--- config.mk ---
export PLATFORM = sky130hd
export DESIGN_NAME = tbn_ctrl
export DESIGN_NICKNAME = d
export VERILOG_FILES = /design/src/sv/tbn_pkg.sv /design/src/sv/tbn_ctrl.sv
export SDC_FILE = /design/constraint.sdc
export NUM_CORES = 1
export LEC_CHECK = 0
export BUFFER_PORTS_ARGS = -buffer_cell sky130_fd_sc_hd__buf_2
export CAP_MARGIN = 20
export CORE_MARGIN = 2
export CORE_UTILIZATION = 60
export DETAILED_ROUTE_END_ITERATION = 16
export PLACE_DENSITY_LB_ADDON = 0.3
export SYNTH_ARGS = -nofsm -noshare
export SYNTH_HDL_FRONTEND = slang
export SYNTH_SLANG_ARGS = --single-unit
export TNS_END_PERCENT = 20
--- constraint.sdc ---
create_clock -name clk -period 4.9 [get_ports clk]
set_clock_uncertainty 0.15 [all_clocks]
set_input_delay 0.49 -clock clk [delete_from_list [all_inputs] [get_ports clk]]
set_output_delay 0.49 -clock clk [all_outputs]
set_load 0.02 [all_outputs]
--- src/sv/tbn_pkg.sv ---
// Shared types and constants of the triangle tangent and binormal block.
// No dependencies; used by tbn_ctrl, tbn_dp and the top level.
`default_nettype none
package tbn_pkg;

  // Datapath operations issued by the controller.
  typedef enum logic [3:0] {
    OP_NOP,
    OP_HOLD,
    OP_LOAD,
    OP_MUL,
    OP_ACC,
    OP_VSEL,
    OP_MAX,
    OP_NORM,
    OP_SQRT_INIT,
    OP_SQRT_STEP,
    OP_DIV_INIT,
    OP_DIV_STEP,
    OP_STORE,
    OP_FIN
  } tbn_op_t;

  typedef struct packed {
    tbn_op_t     op;
    logic [4:0]  k;      // product index
    logic [1:0]  comp;   // vector component or held vertex slot
    logic [4:0]  qbit;   // quotient bit under trial
    logic        vec;    // 0 tangent, 1 binormal
  } tbn_cmd_t;

  typedef struct packed {
    logic degen;
    logic norm_done;
  } tbn_stat_t;

  localparam int unsigned FIELD_W   = 32;
  localparam int unsigned IN_W      = 5 * FIELD_W;
  localparam int unsigned OUT_W     = 16;
  localparam int unsigned OUTD_W    = 6 * OUT_W;
  localparam int unsigned LAST_XK   = 13;  // last cross product index
  localparam int unsigned SQ_K0     = 14;  // first square index
  localparam int unsigned SQRT_STEPS = 32;
  localparam int unsigned QBITS     = 17;
  localparam logic [16:0] UNIT_Q14  = 17'd16384;

endpackage
`default_nettype wire

--- src/sv/tbn_ctrl.sv ---
// Controller of the tangent and binormal block: vertex counting, the step
// sequence of the shared datapath and the result handshake. Uses tbn_pkg.
`default_nettype none
module tbn_ctrl (
  input  wire logic              clk,
  input  wire logic              rst_n,
  input  wire logic              in_tvalid,
  output logic                   in_tready,
  output logic                   out_tvalid,
  input  wire logic              out_tready,
  input  wire tbn_pkg::tbn_stat_t stat,
  output tbn_pkg::tbn_cmd_t      cmd
);
  import tbn_pkg::*;

  typedef enum logic [3:0] {
    S_IDLE, S_MUL, S_ACC, S_CHK, S_VSEL, S_MAX, S_NORM, S_SQM, S_SQA,
    S_SQRT0, S_SQRT, S_DIV0, S_DIV, S_STORE, S_FIN
  } state_t;

  state_t     state_r, state_nxt;
  logic [1:0] slot_r, slot_nxt;
  logic [4:0] cnt_r, cnt_nxt;
  logic [4:0] bit_r, bit_nxt;
  logic       vec_r, vec_nxt;
  logic       ovld_r, ovld_nxt;
  logic       in_fire;

  assign in_tready  = (state_r == S_IDLE);
  assign in_fire    = in_tvalid && in_tready;
  assign out_tvalid = ovld_r;

  // Next state and command for the datapath.
  always_comb begin
    state_nxt = state_r;
    slot_nxt  = slot_r;
    cnt_nxt   = cnt_r;
    bit_nxt   = bit_r;
    vec_nxt   = vec_r;
    ovld_nxt  = ovld_r && !out_tready;
    cmd       = '{op: OP_NOP, k: cnt_r, comp: cnt_r[1:0], qbit: bit_r, vec: vec_r};
    unique case (state_r)
      S_IDLE: begin
        if (in_fire) begin
          if (slot_r != 2'd2) begin
            cmd.op   = OP_HOLD;
            cmd.comp = slot_r;
            slot_nxt = slot_r + 2'd1;
          end else begin
            cmd.op    = OP_LOAD;
            slot_nxt  = 2'd0;
            cnt_nxt   = 5'd0;
            state_nxt = S_MUL;
          end
        end
      end
      S_MUL: begin
        cmd.op    = OP_MUL;
        state_nxt = S_ACC;
      end
      S_ACC: begin
        cmd.op = OP_ACC;
        if (cnt_r == 5'(LAST_XK)) begin
          state_nxt = S_CHK;
        end else begin
          cnt_nxt   = cnt_r + 5'd1;
          state_nxt = S_MUL;
        end
      end
      S_CHK: begin
        vec_nxt   = 1'b0;
        state_nxt = stat.degen ? S_FIN : S_VSEL;
      end
      S_VSEL: begin
        cmd.op    = OP_VSEL;
        cnt_nxt   = 5'd1;
        state_nxt = S_MAX;
      end
      S_MAX: begin
        cmd.op = OP_MAX;
        cnt_nxt = cnt_r + 5'd1;
        if (cnt_r == 5'd2) state_nxt = S_NORM;
      end
      S_NORM: begin
        if (stat.norm_done) begin
          cnt_nxt   = 5'd0;
          state_nxt = S_SQM;
        end else begin
          cmd.op = OP_NORM;
        end
      end
      S_SQM: begin
        cmd.op    = OP_MUL;
        cmd.k     = 5'(SQ_K0) + cnt_r;
        state_nxt = S_SQA;
      end
      S_SQA: begin
        cmd.op = OP_ACC;
        cmd.k  = 5'(SQ_K0) + cnt_r;
        if (cnt_r == 5'd2) begin
          state_nxt = S_SQRT0;
        end else begin
          cnt_nxt   = cnt_r + 5'd1;
          state_nxt = S_SQM;
        end
      end
      S_SQRT0: begin
        cmd.op    = OP_SQRT_INIT;
        cnt_nxt   = 5'd0;
        state_nxt = S_SQRT;
      end
      S_SQRT: begin
        cmd.op  = OP_SQRT_STEP;
        cnt_nxt = cnt_r + 5'd1;
        if (cnt_r == 5'(SQRT_STEPS - 1)) begin
          cnt_nxt   = 5'd0;
          state_nxt = S_DIV0;
        end
      end
      S_DIV0: begin
        cmd.op    = OP_DIV_INIT;
        bit_nxt   = 5'(QBITS - 1);
        state_nxt = S_DIV;
      end
      S_DIV: begin
        cmd.op  = OP_DIV_STEP;
        bit_nxt = bit_r - 5'd1;
        if (bit_r == 5'd0) state_nxt = S_STORE;
      end
      S_STORE: begin
        cmd.op = OP_STORE;
        if (cnt_r == 5'd2) begin
          if (!vec_r) begin
            vec_nxt   = 1'b1;
            state_nxt = S_VSEL;
          end else begin
            state_nxt = S_FIN;
          end
        end else begin
          cnt_nxt   = cnt_r + 5'd1;
          state_nxt = S_DIV0;
        end
      end
      S_FIN: begin
        if (!ovld_r || out_tready) begin
          cmd.op    = OP_FIN;
          ovld_nxt  = 1'b1;
          state_nxt = S_IDLE;
        end
      end
      default: state_nxt = S_IDLE;
    endcase
  end

  // State and registered outputs.
  always_ff @(posedge clk) begin
    if (!rst_n) begin
      state_r <= S_IDLE;
      slot_r  <= 2'd0;
      cnt_r   <= 5'd0;
      bit_r   <= 5'd0;
      vec_r   <= 1'b0;
      ovld_r  <= 1'b0;
    end else begin
      state_r <= state_nxt;
      slot_r  <= slot_nxt;
      cnt_r   <= cnt_nxt;
      bit_r   <= bit_nxt;
      vec_r   <= vec_nxt;
      ovld_r  <= ovld_nxt;
    end
  end

`ifndef SYNTHESIS
  a_fin_valid: assert property (@(posedge clk) disable iff (!rst_n)
    cmd.op == OP_FIN |=> ovld_r) else $error("result beat not raised");
  a_slot_range: assert property (@(posedge clk) disable iff (!rst_n)
    slot_r != 2'd3) else $error("vertex count out of range");
  a_fin_noclobber: assert property (@(posedge clk) disable iff (!rst_n)
    cmd.op == OP_FIN |-> (!ovld_r || out_tready)) else $error("result overwritten");
  a_busy_noaccept: assert property (@(posedge clk) disable iff (!rst_n)
    state_r != S_IDLE |-> !in_tready) else $error("beat taken while busy");
`endif

endmodule
`default_nettype wire

-- Word level (Yosys, flattened, before mapping)
Cells that the tools add are included.
- add/subtract/negate cells: 4
- multipliers: 0
- div/mod/pow operators: 0
- $lt $le $gt $ge: 0
- equal/unequal tests: 28
- shift operators: 0
- mux-type cells: 35
- bitwise gates (word level): 0
- reduce and logical (&&, ||, !) cells: 18
- operators with widths (kind ; count):
    4-bit case mux with 15 select lines ; 1
    4-bit 2-to-1 mux ; 12
    4-bit case mux with 12 select lines ; 1
    5-bit case mux with 8 select lines ; 1
    5-bit 2-to-1 mux ; 7
    4-bit == test, second input constant ; 7
    2-bit != test, second input constant ; 10
    4-bit by 3-bit == test with 1-bit output, second input constant ; 4
    2-bit 2-to-1 mux ; 7
    5-bit case mux with 2 select lines ; 1
    4-bit by 2-bit == test with 1-bit output, second input constant ; 2
    8-bit nonzero test ; 1
    2-bit OR reduction ; 4
    7-bit AND reduction ; 1
    6-bit AND reduction ; 1
    4-bit by 5-bit adder with 5-bit output, first input constant ; 1
    5-bit by 1-bit adder with 5-bit output, second input constant ; 1
    5-bit by 2-bit == test with 1-bit output, second input constant ; 1
    5-bit by 4-bit == test with 1-bit output, second input constant ; 1
    5-bit == test, second input constant ; 1
    5-bit logical NOT ; 1
    5-bit by 1-bit subtractor with 5-bit output, second input constant ; 1
    4-bit by 1-bit == test with 1-bit output, second input constant ; 1
    4-bit logical NOT ; 1
    10 further kinds ; 16
- flip-flop bits (word level): 18
- latch bits: 0
- memory bits (writable): 0
- memory bits (read-only): 0
- bits of input ports: 6
- output and inout port bits: 19
- memories: 0

-- Depth between registers and ports, before layout
- word-level depth: 4
- mapped depth: 8
- mapped depth without buffers: 8

-- Least setup slack after synthesis
OpenSTA, ideal clock, no wires.
- path type: register -> output
- start: register state_r[3]
- end: output port cmd[6] in the netlist's numbering
- arrival: 2.111 ns
- path slack: 2.149 ns
- cell stages (with the launch flop): 6
- buffers on the path: 1
- path through: dfxtp_1 buf_6 nor4_1 nand2_1 nor2_1 o21ai_0
- RTL lines (element ; RTL line ; text):
    start: declaration ; tbn_ctrl.sv:21 ; state_t state_r, state_nxt;
    start signal: assignment ; tbn_ctrl.sv:165 ; state_r <= state_nxt;
    end: declaration ; tbn_ctrl.sv:12 ; output tbn_pkg::tbn_cmd_t cmd

==> flow_metrics.env <==
export IMPL_outcome="finished clean"
export IMPL_synth_warnings=0
export IMPL_hold_violations=0
export IMPL_wirelength_um=3900
export IMPL_worstSetupStartpointType="flop"
export IMPL_grt_max_degree=36
export IMPL_drive_gt1_share_pct=16.1
export IMPL_synth_top_area_share_pct=22.7
export IMPL_numCtsBuffers=3
export IMPL_ys_seq_elements=18
export IMPL_antenna_found_initial=0
export IMPL_num_rows=18
export IMPL_cts_resized=0
export IMPL_cts_hold_buffers=0
export IMPL_grt_setup_unrepaired="false"
export IMPL_wl_per_cell_um=15.4
export IMPL_synthFlopType="dfxtp_1"
export IMPL_first_global_vias=1472
export IMPL_design_area_um2=1660
export IMPL_ir_drop_v=0.000146
export IMPL_die_h_um=55.4
export IMPL_power_leakage_uw=0.000674
export IMPL_ys_types=55
export IMPL_antenna_cells=0
export IMPL_synth_nets=227
export IMPL_htree_levels=1
export IMPL_whs_path_depth=4
export IMPL_clkSinkCount=18
export IMPL_cts_setup_buffers=0
export IMPL_yosys_area_top_type="dfxtp_1"
export IMPL_core_um2=2500
export IMPL_place_gp_congestion=0.915
export IMPL_r2r_cells=5
export IMPL_dp_hpwl_um=2820
export IMPL_cp_max_fo=35
export IMPL_fin_setup_tns_ps=0
export IMPL_drtIter0Drc=120
export IMPL_synth_area_leaders="dfxtp_1, a21oi_1, ha_1"
export IMPL_dr_pass1_iters=4
export IMPL_yosysSeqAreaShare_pct=22.7
export IMPL_start_util_pct=63.4
export IMPL_finalCriticalPeriod_ps=3270
export IMPL_num_vias=1607
export IMPL_min_path_type="in -> reg"
export IMPL_cp_arrival_ps=2630
export IMPL_period_share_pct=66.7
export IMPL_critPathCaptureType="output pin"
export IMPL_overflow=0
export IMPL_syn_inst=213
export IMPL_setup_viol=0
export IMPL_route_detailed_drc=0
export IMPL_synth_edf_count=0
export IMPL_netlist_area_um2=1580
export IMPL_tightest_slew_ps=1070
export IMPL_clock_latency_ps=300
export IMPL_area_delta_synth_final_pct=4.58
export IMPL_grt_pass1_wl_um=6510
export IMPL_via_per_inst=6.35
export IMPL_tritoncts="built"
export IMPL_ios=25
export IMPL_detail_route_antenna_nets=0
export IMPL_slew_violations=0
export IMPL_crit_required_ps=4260
export IMPL_max_slew_margin_rel_pct=28.5
export IMPL_placed_area_um2=1620
export IMPL_cts_buffer_depth=2
export IMPL_worstSetupPathType="reg -> out"
export IMPL_dieArea_um2=3070
export IMPL_fillerInstances=239
export IMPL_clock_fmax_mhz=306
export IMPL_path_clk_slew_ps=120
export IMPL_io_buffers=24
export IMPL_drv_cap=0
export IMPL_synth_async_reset_ratio_pct=0
export IMPL_root_buffer="clkbuf_4"
export IMPL_p_per_area_nw_per_um2=170
export IMPL_synth_avg_cell_area_um2=7.44
export IMPL_die_w_um=55.4
export IMPL_track_usage_pct=25.8
export IMPL_nNetsFinal=238
layout make-up:
cell class	instances	area (µm²)	share of cell area, %
multi-input combinational	170	1080	65.0
sequential	18	360	21.8
timing repair buffer	24	120	7.25
tap	30	37.5	2.27
clock buffer	4	36.3	2.19
inverter	7	26.3	1.59
routing by layer:
metal  GRT usage (%)  up-vias  wire [µm]
li1                -      802          -
met1            32.3      747       1730
met2            43.7       52       1920
met3            3.28        6        197
met4            11.8        0         52
met5               0        -          0
sequential cells by signal, summed over array words and instances (netlist names):
signal	flops
cnt_r	5
bit_r	5
vec_r	1
out_tvalid	1
slot_r	2
state_r	4
critical path, stage by stage (launching register included):
cell     delay, ps
dfxtp_1        680
nor4_1         920
nand2_1        220
nor2_1         240
o21ai_0        100
buf_2          160
final timing paths:
check              from         end  slack [ps]
max          state_r[1]      cmd[6]        1630
min reg2reg   slot_r[0]   slot_r[1]         340
min          out_tready  out_tvalid         340
max reg2reg  state_r[1]  state_r[3]        1970
where the power goes:
group | total (µW) | internal [µW] | switching, µW
registers | 153 | 148 | 4.65
clock network | 95.8 | 45.3 | 50.5
logic | 32.8 | 11.6 | 21.2
per-stage QoR:
stage	setup slack (ps)	cells	util (%)	hold WS, ps	total power [µW]
finish	1630	253	66.3	345	281
global route	1380	253	66.3	348	298
CTS	1680	253	66.3	349	282
detailed placement	2030	249	64.8	332	188
global placement	2140	249	64.8	315	187
floorplan	2150	213	-	303	179
cells in the mapped netlist (4+ instances only):
library cell and number:
a211oi_1 4, nand3_1 4, nor3_1 6, xnor2_1 4
nand2_1 17, o21ai_0 16, nor2b_1 4, inv_1 7
nor2_1 26, a21oi_1 21, clkbuf_1 10, dfxtp_1 18
nand2b_1 6, o31ai_1 6, ha_1 8
cell families after synthesis:
logic type | count (synthesis) | share of synthesized area [%]
AO/OA/AOI/OAI | 70 | 28.7
multiplexers | 1 | 0.632
flip-flops | 18 | 22.7
adder cells (fa/ha/maj) | 8 | 6.32
buffers and inverters | 25 | 9.32
XOR/XNOR | 6 | 3.32
AND/OR/NAND/NOR | 85 | 29.0
cell usage in the layout (no fill, tap or decap), types with 6 or more instances in the layout:
cell type and count:
inv_1 7, ha_1 8, nand2_1 17, a21oi_1 21
buf_2 24, o31ai_1 6, nor3_1 6, o21ai_0 16
dfxtp_1 18, nor2_1 26, nand2b_1 6
Power figures use the tool's default switching activity.
